===== config.mk =====
export PLATFORM = sky130hd
export DESIGN_NAME = swk_isqrt
export DESIGN_NICKNAME = d
export VERILOG_FILES = /design/src/hw/rtl/swk_pkg.sv /design/src/hw/rtl/swk_isqrt.sv
export SDC_FILE = /design/constraint.sdc
export NUM_CORES = 1
export LEC_CHECK = 0
export BUFFER_PORTS_ARGS = -buffer_cell sky130_fd_sc_hd__buf_2
export CAP_MARGIN = 10
export CORE_MARGIN = 3
export CORE_UTILIZATION = 23
export CTS_CLUSTER_DIAMETER = 120
export CTS_CLUSTER_SIZE = 20
export DETAILED_ROUTE_END_ITERATION = 8
export HOLD_SLACK_MARGIN = 0.1
export PLACE_DENSITY = 0.43
export SLEW_MARGIN = 0
export SYNTH_ARGS = -nofsm -noshare
export SYNTH_HDL_FRONTEND = slang
export SYNTH_SLANG_ARGS = --single-unit

===== constraint.sdc =====
create_clock -name i_clk -period 3.6 [get_ports i_clk]
set_clock_uncertainty 0.05 [all_clocks]
set_input_delay 0.54 -clock i_clk [delete_from_list [all_inputs] [get_ports i_clk]]
set_output_delay 0.54 -clock i_clk [all_outputs]
set_load 0.01 [all_outputs]

===== src/hw/rtl/swk_pkg.sv =====
`timescale 1ns / 1ps
package swk_pkg;

    localparam int CORDIC_STAGES_DEF = 16;
    localparam int FRACTION_BITS_DEF = 15;

    // angle accumulator width inside the CORDIC (32 bit binary angle plus headroom)
    localparam int ANGLE_W = 34;

    localparam logic [31:0] INV_GAIN     = 32'd2608131496;  // 1/K * 2^32
    localparam logic [31:0] INV_SQRT2    = 32'd3037000500;  // 1/sqrt2 * 2^32
    localparam logic [31:0] HALF_TURN    = 32'h8000_0000;
    localparam logic [31:0] QUARTER_TURN = 32'h4000_0000;

    // floor(n / 9) = (n * RECIP9) >> RECIP9_SHIFT, exact for n < 2^19
    localparam logic [19:0] RECIP9       = 20'd932068;
    localparam int          RECIP9_SHIFT = 23;

    localparam logic [15:0] SCALE_ONE = 16'h8000;

    typedef struct packed {
        logic signed [15:0] x_command;
        logic signed [15:0] y_command;
        logic signed [15:0] rotation_command;
        logic        [15:0] speed_scale;
        logic               field_oriented;
        logic        [15:0] robot_heading;
        logic        [15:0] front_left_angle;
        logic        [15:0] front_right_angle;
        logic        [15:0] back_left_angle;
        logic        [15:0] back_right_angle;
    } t_cmd;

    typedef struct packed {
        logic [15:0] front_left_speed;
        logic [15:0] front_right_speed;
        logic [15:0] back_left_speed;
        logic [15:0] back_right_speed;
        logic [15:0] front_left_steer;
        logic [15:0] front_right_steer;
        logic [15:0] back_left_steer;
        logic [15:0] back_right_steer;
    } t_wheels;

    // arctan(2^-i) as 32 bit binary angle
    function automatic logic [31:0] arc_angle(input logic [4:0] idx);
        logic [31:0] a;
        case (idx)
            5'd0:    a = 32'h20000000;
            5'd1:    a = 32'h12E4051E;
            5'd2:    a = 32'h09FB385B;
            5'd3:    a = 32'h051111D4;
            5'd4:    a = 32'h028B0D43;
            5'd5:    a = 32'h0145D7E1;
            5'd6:    a = 32'h00A2F61E;
            5'd7:    a = 32'h00517C55;
            5'd8:    a = 32'h0028BE53;
            5'd9:    a = 32'h00145F2F;
            5'd10:   a = 32'h000A2F98;
            5'd11:   a = 32'h000517CC;
            5'd12:   a = 32'h00028BE6;
            5'd13:   a = 32'h000145F3;
            5'd14:   a = 32'h0000A2FA;
            5'd15:   a = 32'h0000517D;
            5'd16:   a = 32'h000028BE;
            5'd17:   a = 32'h0000145F;
            5'd18:   a = 32'h00000A30;
            5'd19:   a = 32'h00000518;
            5'd20:   a = 32'h0000028C;
            5'd21:   a = 32'h00000146;
            5'd22:   a = 32'h000000A3;
            5'd23:   a = 32'h00000051;
            default: a = 32'h00000000;
        endcase
        return a;
    endfunction

endpackage


===== src/hw/rtl/swk_isqrt.sv =====
`timescale 1ns / 1ps
module swk_isqrt #(
    parameter int ROOT_BITS = 17
) (
    input  logic                     i_clk,
    input  logic                     i_en,
    input  logic [2*ROOT_BITS-1:0]   i_value,
    output logic [ROOT_BITS-1:0]     o_root
);
    import swk_pkg::*;

    localparam int RW = ROOT_BITS + 2;

    // one root bit per stage, most significant first
    logic [RW-1:0]          r_rem  [ROOT_BITS];
    logic [ROOT_BITS-1:0]   r_root [ROOT_BITS];
    logic [2*ROOT_BITS-1:0] r_val  [ROOT_BITS];

    logic [RW-1:0]          rem_in  [ROOT_BITS];
    logic [ROOT_BITS-1:0]   root_in [ROOT_BITS];
    logic [2*ROOT_BITS-1:0] val_in  [ROOT_BITS];
    logic [RW-1:0]          n_rem   [ROOT_BITS];
    logic [ROOT_BITS-1:0]   n_root  [ROOT_BITS];

    always_comb begin
        rem_in[0]  = '0;
        root_in[0] = '0;
        val_in[0]  = i_value;
        for (int i = 1; i < ROOT_BITS; i++) begin
            rem_in[i]  = r_rem[i-1];
            root_in[i] = r_root[i-1];
            val_in[i]  = r_val[i-1];
        end
        for (int i = 0; i < ROOT_BITS; i++) begin
            logic [RW-1:0] sh;
            logic [RW-1:0] trial;
            logic          ge;
            sh    = {rem_in[i][ROOT_BITS-1:0], val_in[i][2*(ROOT_BITS-1-i) +: 2]};
            trial = {root_in[i], 2'b01};
            ge    = (sh >= trial);
            n_rem[i]  = ge ? (sh - trial) : sh;
            n_root[i] = {root_in[i][ROOT_BITS-2:0], ge};
        end
    end

    always_ff @(posedge i_clk) begin
        if (i_en) begin
            for (int i = 0; i < ROOT_BITS; i++) begin
                r_rem[i]  <= n_rem[i];
                r_root[i] <= n_root[i];
                r_val[i]  <= val_in[i];
            end
        end
    end

    assign o_root = r_root[ROOT_BITS-1];

endmodule


==> results.json <==
{
  "hold_depth": 2,
  "vias": 17400,
  "p_switching_mw": 4.91,
  "routedWlPerCell_um": 13.3,
  "io_pins": 53,
  "combPwrFrac_pct": 18.6,
  "nets": 2624,
  "antenna_found_initial": 0,
  "synthArstFlopShare_pct": 0,
  "cp-end-kind": "register",
  "start_kind": "register",
  "tightest_slew_ns": 0.749,
  "ant_nets": 0,
  "fin_crit_sh_pct": 86.6,
  "first_pass_iters": 7,
  "io_buffers": 52,
  "tns_ns": 0,
  "dieArea_mm2": 0.139,
  "synth_edf_count": 679,
  "critPathMaxFanout": 12,
  "r2r_end": "r_rem[0][45]$_DFFE_PP_",
  "r2r_start": "r_rem[0][20]$_DFFE_PP_",
  "route.detailed.drc": 0,
  "viasPerCell": 4.15,
  "ir_drop_mv": 0.285,
  "cts_tree": "yes",
  "grt_pass1_vias": 17900,
  "grt_max_degree": 87,
  "seq_area_mm2": 0.0204,
  "power_frac_seq_pct": 56.2,
  "reg2reg_depth": 8,
  "rsz0062_at_grt": "false",
  "criticalPathCategory": "reg2reg",
  "critPathArrivalTime_ns": 3.40,
  "power.leakage_nw": 13.0,
  "cap_violations": 0,
  "ys_ff_latch": 679,
  "die_w_um": 373,
  "syn-instance-count": 2291,
  "drv_slew": 0,
  "die_h_um": 373,
  "htreeDepth": 2,
  "cts-resized-gates": 0,
  "synth.distinct_cells": 85,
  "hold_end": "r_root[0][0]$_DFFE_PP_",
  "netlist_top_cells_area": "edfxtp_1, ha_1, xnor2_1, inv_1, xor2_1",
  "grt_pass1_wl_um": 92400,
  "multi_input_area_mm2": 0.00970,
  "sw_frac_of_total_pct": 26.8,
  "netlist.area_leader.share_pct": 65.8,
  "drtIter0Drc": 957,
  "drive_above_1_share_pct": 7.55,
  "min_from": "i_value[33]",
  "outcome": "finished clean",
  "synth_area_mm2": 0.0310,
  "placed_cells": 4111,
  "p_int_mw": 13.4,
  "antenna_cells": 0,
  "cts.sinks": 679,
  "required_ns": 3.89,
  "grt_util_all_layers_pct": 7.95,
  "hold-worst-slack_ns": 0.177,
  "synthTopCellsByCount": "edfxtp_1, inv_1, ha_1, a21oi_1, nor2_1",
  "syn_nets": 2497,
  "syn2layout_area_growth_pct": 13.3,
  "final_cell_count_no_fill": 4191,
  "yosysWarnings": 0,
  "cts-root-buf": "clkbuf_16",
  "gp_congestion": 0.799,
  "fmax_mhz": 321,
  "setup_viol": 0,
  "yosysMostFrequentCell": "edfxtp_1",
  "holdCritPathClass": "in2reg",
  "yosysTopAreaCell": "edfxtp_1",
  "fill_cells": 13700,
  "cts.clk_slew.worst_paths_ns": 0.08,
  "start_util_pct": 23.2,
  "rrSetupSlack_ns": 0.48,
  "clockBufferDepth": 3,
  "p_clk_share_pct": 25.2,
  "slew_headroom_pct": 49.6,
  "syn_avg_cell_area_um2": 13.5,
  "synthFlopType": "edfxtp_1",
  "wirelength_um": 55700,
  "ys_seq_area_share_pct": 65.8,
  "hold_viol": 0,
  "rows": 134,
  "power_density_mw_per_mm2": 522,
  "grt.overflow.total": 0,
  "clk_latency_ns": 0.62,
  "dp_hpwl_um": 40000,
  "cts_made_buffers": 41,
  "core_area_mm2": 0.134,
  "fin_crit_ns": 3.12
}
-- how the worst max path moves through the flow --
stage | startpoint | endpoint | slack, ns | cells after the start
floorplan | r_rem[0][253]$_DFFE_PP_ | r_rem[0][277]$_DFFE_PP_ | 0.88 | 8
global placement | r_rem[0][20]$_DFFE_PP_ | r_rem[0][45]$_DFFE_PP_ | 0.51 | 8
detailed placement | r_rem[0][20]$_DFFE_PP_ | r_rem[0][45]$_DFFE_PP_ | 0.52 | 8
CTS | r_rem[0][20]$_DFFE_PP_ | r_rem[0][45]$_DFFE_PP_ | 0.49 | 8
global route | r_rem[0][20]$_DFFE_PP_ | r_rem[0][45]$_DFFE_PP_ | 0.23 | 8
finish | r_rem[0][20]$_DFFE_PP_ | r_rem[0][45]$_DFFE_PP_ | 0.48 | 8
-- placed cells by master (no fill, tap or decap), types with 41 or more instances in the layout --
| cell type | synthesis | final |
|---|---|---|
| nor2_1 | 144 | 144 |
| inv_1 | 206 | 206 |
| buf_2 | 6 | 51 |
| nor3_1 | 51 | 51 |
| o21ai_0 | 51 | 51 |
| a21oi_1 | 144 | 144 |
| xnor2_1 | 91 | 91 |
| clkbuf_16 | 0 | 41 |
| xor2_1 | 87 | 87 |
| o21ai_1 | 64 | 64 |
| edfxtp_1 | 679 | 679 |
| nand2_1 | 111 | 111 |
| ha_1 | 170 | 170 |
-- logic make-up after synthesis --
family / count (synthesis) / share of synthesized area, %
compound gates: 431 / 8.61
buf+inv: 240 / 2.95
mux: 49 / 1.76
fa+ha+maj: 170 / 6.86
xor+xnor: 179 / 5.08
simple gates: 542 / 8.93
other cells: 1 / 0.0121
flops: 679 / 65.8
-- sequential cells by signal, summed over array words and instances (netlist names) --
name and flops:
r_root 153, r_val 272, r_rem 254
-- metrics by stage --
stage                     worst slack (ns)  area, um^2  total power, mW  util (%)
final                                0.482       35100             18.3      26.3
after global routing                 0.234       35100             19.5      26.3
after CTS                            0.492       35100             18.7      26.3
after detailed placement             0.516       33700             13.9      25.2
after global placement               0.511       33700             13.8      25.2
after floorplan                      0.882       31000             12.8         -
-- worst max-delay path, stage by stage, from the launching register on --
cell and delay, ns:
edfxtp_1 0.40, ha_1 0.31, inv_2 0.05, or4_1 0.54, o311ai_1 0.36, nor2_1 0.26, or4_4 0.56, nor3_1 0.22
xor2_1 0.11
-- power groups by stage --
stage | sequential (mW) | combinational (mW) | clock, mW
finish | 10.3 | 3.41 | 4.62
detailed placement | 10.5 | 3.38 | 0
global route | 10.4 | 3.86 | 5.20
floorplan | 10.3 | 2.52 | 0
CTS | 10.3 | 3.44 | 4.93
global placement | 10.5 | 3.30 | 0
-- area by class of cell --
type | instances | area share [%]
Sequential cell | 679 | 58.1
Multi-Input combinational cell | 1372 | 27.6
Tap cell | 1768 | 6.30
Clock buffer | 41 | 2.92
Timing Repair Buffer | 115 | 2.63
Inverter | 209 | 2.23
Clock inverter | 7 | 0.210
-- repair_timing --
| item | 4_1_cts | 5_1_grt |
|---|---|---|
| setup buffers | 0 | 0 |
| endpoints found under the setup margin | 0 | 0 |
| hold buffers | 32 | 0 |
| hold endpoints to repair | 32 | 0 |
-- per-layer routing --
layer | part of all wire, % | track usage, % | vias up | wire, um
met4 | 3.0 | 2.86 | 0 | 1660
li1 | - | - | 8699 | -
met3 | 3.3 | 1.43 | 90 | 1850
met2 | 49 | 14.0 | 242 | 27500
met5 | 0 | 0 | - | 0
met1 | 44 | 9.71 | 8348 | 24700
No activity file was read; power rests on OpenSTA's default activity.
