File: src/hw/rtl/swk_pkg.sv
`timescale 1ns / 1ps
package swk_pkg;

    localparam int CORDIC_STAGES_DEF = 16;
    localparam int FRACTION_BITS_DEF = 15;

    // angle accumulator width inside the CORDIC (32 bit binary angle plus headroom)
    localparam int ANGLE_W = 34;

    localparam logic [31:0] INV_GAIN     = 32'd2608131496;  // 1/K * 2^32
    localparam logic [31:0] INV_SQRT2    = 32'd3037000500;  // 1/sqrt2 * 2^32
    localparam logic [31:0] HALF_TURN    = 32'h8000_0000;
    localparam logic [31:0] QUARTER_TURN = 32'h4000_0000;

    // floor(n / 9) = (n * RECIP9) >> RECIP9_SHIFT, exact for n < 2^19
    localparam logic [19:0] RECIP9       = 20'd932068;
    localparam int          RECIP9_SHIFT = 23;

    localparam logic [15:0] SCALE_ONE = 16'h8000;

    typedef struct packed {
        logic signed [15:0] x_command;
        logic signed [15:0] y_command;
        logic signed [15:0] rotation_command;
        logic        [15:0] speed_scale;
        logic               field_oriented;
        logic        [15:0] robot_heading;
        logic        [15:0] front_left_angle;
        logic        [15:0] front_right_angle;
        logic        [15:0] back_left_angle;
        logic        [15:0] back_right_angle;
    } t_cmd;

    typedef struct packed {
        logic [15:0] front_left_speed;
        logic [15:0] front_right_speed;
        logic [15:0] back_left_speed;
        logic [15:0] back_right_speed;
        logic [15:0] front_left_steer;
        logic [15:0] front_right_steer;
        logic [15:0] back_left_steer;
        logic [15:0] back_right_steer;
    } t_wheels;

    // arctan(2^-i) as 32 bit binary angle
    function automatic logic [31:0] arc_angle(input logic [4:0] idx);
        logic [31:0] a;
        case (idx)
            5'd0:    a = 32'h20000000;
            5'd1:    a = 32'h12E4051E;
            5'd2:    a = 32'h09FB385B;
            5'd3:    a = 32'h051111D4;
            5'd4:    a = 32'h028B0D43;
            5'd5:    a = 32'h0145D7E1;
            5'd6:    a = 32'h00A2F61E;
            5'd7:    a = 32'h00517C55;
            5'd8:    a = 32'h0028BE53;
            5'd9:    a = 32'h00145F2F;
            5'd10:   a = 32'h000A2F98;
            5'd11:   a = 32'h000517CC;
            5'd12:   a = 32'h00028BE6;
            5'd13:   a = 32'h000145F3;
            5'd14:   a = 32'h0000A2FA;
            5'd15:   a = 32'h0000517D;
            5'd16:   a = 32'h000028BE;
            5'd17:   a = 32'h0000145F;
            5'd18:   a = 32'h00000A30;
            5'd19:   a = 32'h00000518;
            5'd20:   a = 32'h0000028C;
            5'd21:   a = 32'h00000146;
            5'd22:   a = 32'h000000A3;
            5'd23:   a = 32'h00000051;
            default: a = 32'h00000000;
        endcase
        return a;
    endfunction

endpackage

File: src/hw/rtl/swk_cordic.sv
`timescale 1ns / 1ps
module swk_cordic #(
    parameter int   STAGES = 16,
    parameter int   WIDTH  = 20,
    parameter logic ROTATE = 1'b1
) (
    input  logic                    i_clk,
    input  logic                    i_en,
    input  logic signed [WIDTH-1:0] i_x,
    input  logic signed [WIDTH-1:0] i_y,
    input  logic        [31:0]      i_z,
    output logic signed [WIDTH-1:0] o_x,
    output logic signed [WIDTH-1:0] o_y,
    output logic        [31:0]      o_z
);
    import swk_pkg::*;

    localparam logic signed [ANGLE_W-1:0] Z_HALF    = $signed(ANGLE_W'(HALF_TURN));
    localparam logic signed [ANGLE_W-1:0] Z_QUARTER = $signed(ANGLE_W'(QUARTER_TURN));

    // index 0 is the quadrant fold, 1..STAGES the micro-rotations
    logic signed [WIDTH-1:0]   r_x [STAGES+1];
    logic signed [WIDTH-1:0]   r_y [STAGES+1];
    logic signed [ANGLE_W-1:0] r_z [STAGES+1];

    logic signed [WIDTH-1:0]   n_x [STAGES+1];
    logic signed [WIDTH-1:0]   n_y [STAGES+1];
    logic signed [ANGLE_W-1:0] n_z [STAGES+1];

    logic signed [ANGLE_W-1:0] z_in;

    always_comb begin
        z_in = ANGLE_W'($signed(i_z));
        n_x[0] = i_x;
        n_y[0] = i_y;
        n_z[0] = z_in;
        if (ROTATE) begin
            if (z_in > Z_QUARTER) begin
                n_x[0] = -i_x;
                n_y[0] = -i_y;
                n_z[0] = z_in - Z_HALF;
            end else if (z_in < -Z_QUARTER) begin
                n_x[0] = -i_x;
                n_y[0] = -i_y;
                n_z[0] = z_in + Z_HALF;
            end
        end else begin
            n_z[0] = '0;
            if (i_x < 0) begin
                n_x[0] = -i_x;
                n_y[0] = -i_y;
                n_z[0] = Z_HALF;
            end
        end

        for (int i = 1; i <= STAGES; i++) begin
            logic                      sel;
            logic signed [ANGLE_W-1:0] arc;
            arc = $signed(ANGLE_W'(arc_angle(5'(i - 1))));
            sel = ROTATE ? (r_z[i-1] < 0) : (r_y[i-1] >= 0);
            if (sel) begin
                n_x[i] = r_x[i-1] + (r_y[i-1] >>> (i - 1));
                n_y[i] = r_y[i-1] - (r_x[i-1] >>> (i - 1));
                n_z[i] = r_z[i-1] + arc;
            end else begin
                n_x[i] = r_x[i-1] - (r_y[i-1] >>> (i - 1));
                n_y[i] = r_y[i-1] + (r_x[i-1] >>> (i - 1));
                n_z[i] = r_z[i-1] - arc;
            end
        end
    end

    always_ff @(posedge i_clk) begin
        if (i_en) begin
            for (int i = 0; i <= STAGES; i++) begin
                r_x[i] <= n_x[i];
                r_y[i] <= n_y[i];
                r_z[i] <= n_z[i];
            end
        end
    end

    assign o_x = r_x[STAGES];
    assign o_y = r_y[STAGES];
    assign o_z = r_z[STAGES][31:0];

endmodule

File: config.mk
export PLATFORM = sky130hd
export DESIGN_NAME = swk_cordic
export DESIGN_NICKNAME = d
export VERILOG_FILES = /design/src/hw/rtl/swk_pkg.sv /design/src/hw/rtl/swk_cordic.sv
export SDC_FILE = /design/constraint.sdc
export NUM_CORES = 2
export LEC_CHECK = 0
export BUFFER_PORTS_ARGS = -buffer_cell sky130_fd_sc_hd__buf_2
export CAP_MARGIN = 40
export CORE_UTILIZATION = 40
export DETAILED_ROUTE_END_ITERATION = 8
export SYNTH_ARGS = -nofsm -noshare
export SYNTH_HDL_FRONTEND = slang
export SYNTH_SLANG_ARGS = --single-unit
File: constraint.sdc
create_clock -name i_clk -period 8 [get_ports i_clk]
set_input_delay 1.6 -clock i_clk [delete_from_list [all_inputs] [get_ports i_clk]]
set_output_delay 1.6 -clock i_clk [all_outputs]
set_load 0.1 [all_outputs]
==> impl_metrics.json <==
{
  "placement.cell_area_um2": 102000,
  "gp_congestion": 0.907,
  "ys.warnings.count": 0,
  "crit_path_start_kind": "register",
  "cts_setup_buffers": 0,
  "grt_overflow_total": 0,
  "io_buffer_count": 145,
  "grt_usage": 0.179,
  "cp_max_fo": 4,
  "clkSinkCount": 1253,
  "min_from": "r_z[0][6]",
  "crit_path_end_kind": "register",
  "worstPathArrival_ns": 4.94,
  "drtIter0Drc": 3383,
  "die_x_um": 495,
  "area_delta_synth_final_pct": 10.2,
  "hold_viol": 0,
  "antenna_found_initial": 1,
  "vias": 71700,
  "setup_viol": 0,
  "drtAntennaViolNets": 0,
  "clk_pin_slew_ns": 0.06,
  "dieHeight_um": 495,
  "ctsResizeCount": 0,
  "dieArea_um2": 245000,
  "drive_gt1_frac": 0.0547,
  "dr.pass1.iters": 6,
  "status": "completed",
  "fin_util": 0.444,
  "layout_worst_path_cycle_share": 0.550,
  "cts_tree": "built",
  "skew_ns": 0.0531,
  "synth.avg_cell_area_um2": 10.0,
  "htreeDepth": 4,
  "synth.distinct_cells": 95,
  "rows": 180,
  "slowest_delay_ns": 0.77,
  "reg2reg_slack_ns": 3.60,
  "fin_tns_setup_ns": 0,
  "whs_path_depth": 0,
  "viasPerCell": 5.43,
  "crit_start": "r_y[2][25]",
  "relSlewSlack": 0.257,
  "grt_first_pass_wirelength_mm": 360,
  "min_period_ns": 4.40,
  "initial_core_util": 0.403,
  "synth_area_um2": 97100,
  "place_hpwl_mm": 175,
  "design_area_um2": 107000,
  "critPathKind": "register to register",
  "path_cells": "inv_1 > ha_1 > nand2b_1 > or4_1 > nor4b_1 > a21oi_1 > xor2_1 > ha_1 > nor2b_1 > o21ai_0 > o21ai_0 > o21bai_1 > o41ai_1 > o21bai_1 > a21oi_1 > xnor2_1",
  "synth_edf_count": 1253,
  "min_path_type": "register to register",
  "synth_fp_nets": 11000,
  "nFillCells": 22500,
  "design.core.area_um2": 241000,
  "ys_seq_area_frac": 0.387,
  "cpMaxStageDelayCell": "nor4b_1",
  "rr_startpoint": "r_y[2][25]",
  "reg2reg_to": "r_x[0][138]",
  "num_io_pins": 146,
  "max_freq_mhz": 227,
  "max_slew.worst_pin.slew_ns": 1.11,
  "clk_latency_ns": 0.83,
  "multiInputGateArea_um2": 57000,
  "required_ns": 8.54,
  "routedWlPerCell_um": 16.9,
  "grt_pass1_vias": 71100,
  "synthArstFlopShare": 0,
  "drc_errors": 0,
  "synthFlopType": "edfxtp_1",
  "synth_cells": 9681,
  "worst-r2r-cell-count": 16,
  "rsz0062_at_grt": "no",
  "grt_max_degree": 193,
  "holdPathEnd": "r_z[0][40]",
  "hold_buffers": 0,
  "cts-buffers-inserted": 152,
  "clk_path_buf_depth": 3,
  "cap_viol_max_count": 0,
  "wirelength_mm": 223,
  "finalMaxSlewViolations": 0,
  "synth-seq-cells": 1253,
  "cts-root-buf": "clkbuf_16",
  "nets": 11200,
  "regArea_um2": 37600
}
logic make-up after synthesis:
group,share of synthesized area
DFF,0.387
and+or+nand+nor,0.113
AOI/OAI and AO/OA,0.187
adders and majority gates,0.161
xor gates and xnor gates,0.117
muxes,0.00908
buffers and inverters,0.0258
critical path, delay by kind of cell (launching register included):
family | cells | cell delay [ns]
AND/OR/NAND/NOR | 4 | 1.50
AO/OA/AOI/OAI | 7 | 1.34
adder cells (fa/ha/maj) | 2 | 0.51
flip-flops | 1 | 0.44
XOR/XNOR | 2 | 0.28
buffers and inverters | 1 | 0.09
cell usage after synthesis, types with 25 or more instances:
library cell / number / area, um2
a211o_1: 25 / 219
a211oi_1: 76 / 571
a21boi_0: 25 / 188
a21o_1: 459 / 3450
a21oi_1: 1016 / 5080
a221oi_1: 27 / 236
a31oi_1: 109 / 682
a41oi_1: 29 / 254
and2_1: 35 / 219
and3_1: 67 / 419
clkbuf_1: 103 / 387
edfxtp_1: 1253 / 37600
fa_1: 50 / 1000
ha_1: 1168 / 14600
inv_1: 532 / 2000
mux2_2: 33 / 372
mux2i_1: 51 / 510
nand2_1: 466 / 1750
nand2b_1: 121 / 757
nand3_1: 158 / 791
nand4_1: 78 / 488
nor2_1: 797 / 2990
nor2b_1: 144 / 901
nor3_1: 244 / 1220
nor4_1: 48 / 300
o211ai_1: 44 / 330
o21a_1: 134 / 1010
o21ai_0: 397 / 1990
o21ai_1: 74 / 370
o21bai_1: 130 / 976
o31ai_1: 45 / 338
o41ai_1: 34 / 298
or3_1: 45 / 282
xnor2_1: 844 / 7390
xor2_1: 450 / 3940
final cells by class:
| class | instances | area share |
|---|---|---|
| multi-input cells | 7762 | 0.533 |
| flip-flops and latches | 1253 | 0.352 |
| well taps | 3185 | 0.0372 |
| clock buffers | 165 | 0.0360 |
| inverters | 541 | 0.0190 |
| repair buffers | 189 | 0.0119 |
| clock inverters | 113 | 0.0113 |
| diodes | 1 | 0.0000234 |
state kept, by name, summed over array words and instances, names as in the netlist:
| signal | cells |
|---|---|
| r_z | 574 |
| r_x | 340 |
| r_y | 339 |
worst max path at each step:
| stage | endpoint | slack, ns | cells after the start |
|---|---|---|---|
| global placement | r_z[0][133] | 3.38 | 13 |
| global route | r_x[0][56] | 3.28 | 13 |
| floorplan | r_z[3][63] | 3.80 | 13 |
| CTS | r_x[0][56] | 3.63 | 13 |
| finish | r_x[0][138] | 3.60 | 16 |
| detailed placement | r_x[0][138] | 3.66 | 16 |
routing by layer:
metal / share of wire / routed length [um] / vias to the layer above / track usage
li1: - / - / 36300 / -
met1: 0.42 / 92600 / 33700 / 0.199
met2: 0.52 / 116000 / 1273 / 0.342
met3: 0.030 / 6660 / 412 / 0.0214
met4: 0.035 / 7830 / 0 / 0.0665
met5: 0 / 0 / - / 0
placed cells by master, fill, tap and decap left out, types with 27 or more instances in the layout:
cell,instances
ha_1,1168
fa_1,50
and3_1,67
nor2b_1,144
a211oi_1,76
buf_2,146
a41oi_1,29
xnor2_1,844
a21oi_1,1016
o211ai_1,44
nand2_1,466
clkinv_2,27
nor2_1,797
a31oi_1,109
mux2_2,33
o21ai_1,74
edfxtp_1,1253
o41ai_1,34
and2_1,35
clkinv_1,41
nor4_1,48
o21a_1,134
or3_1,45
nand4_1,78
a221oi_1,27
nand2b_1,121
clkbuf_16,152
o31ai_1,45
buf_4,29
inv_1,532
o21bai_1,130
xor2_1,450
a21o_1,459
mux2i_1,50
o21ai_0,397
nor3_1,244
nand3_1,158
stage by stage:
step / hold slack [ns] / instances / worst slack, ns
after floorplan: 0.400 / 9681 / 3.80
after global placement: 0.403 / 12900 / 3.38
after detailed placement: 0.405 / 12900 / 3.66
final: 0.415 / 13200 / 3.60
after global routing: 0.423 / 13200 / 3.28
after CTS: 0.404 / 13200 / 3.63
Power is left out: the tool's default activity adds up to more than one toggle a clock period on the data nets, which glitch-free logic cannot reach.
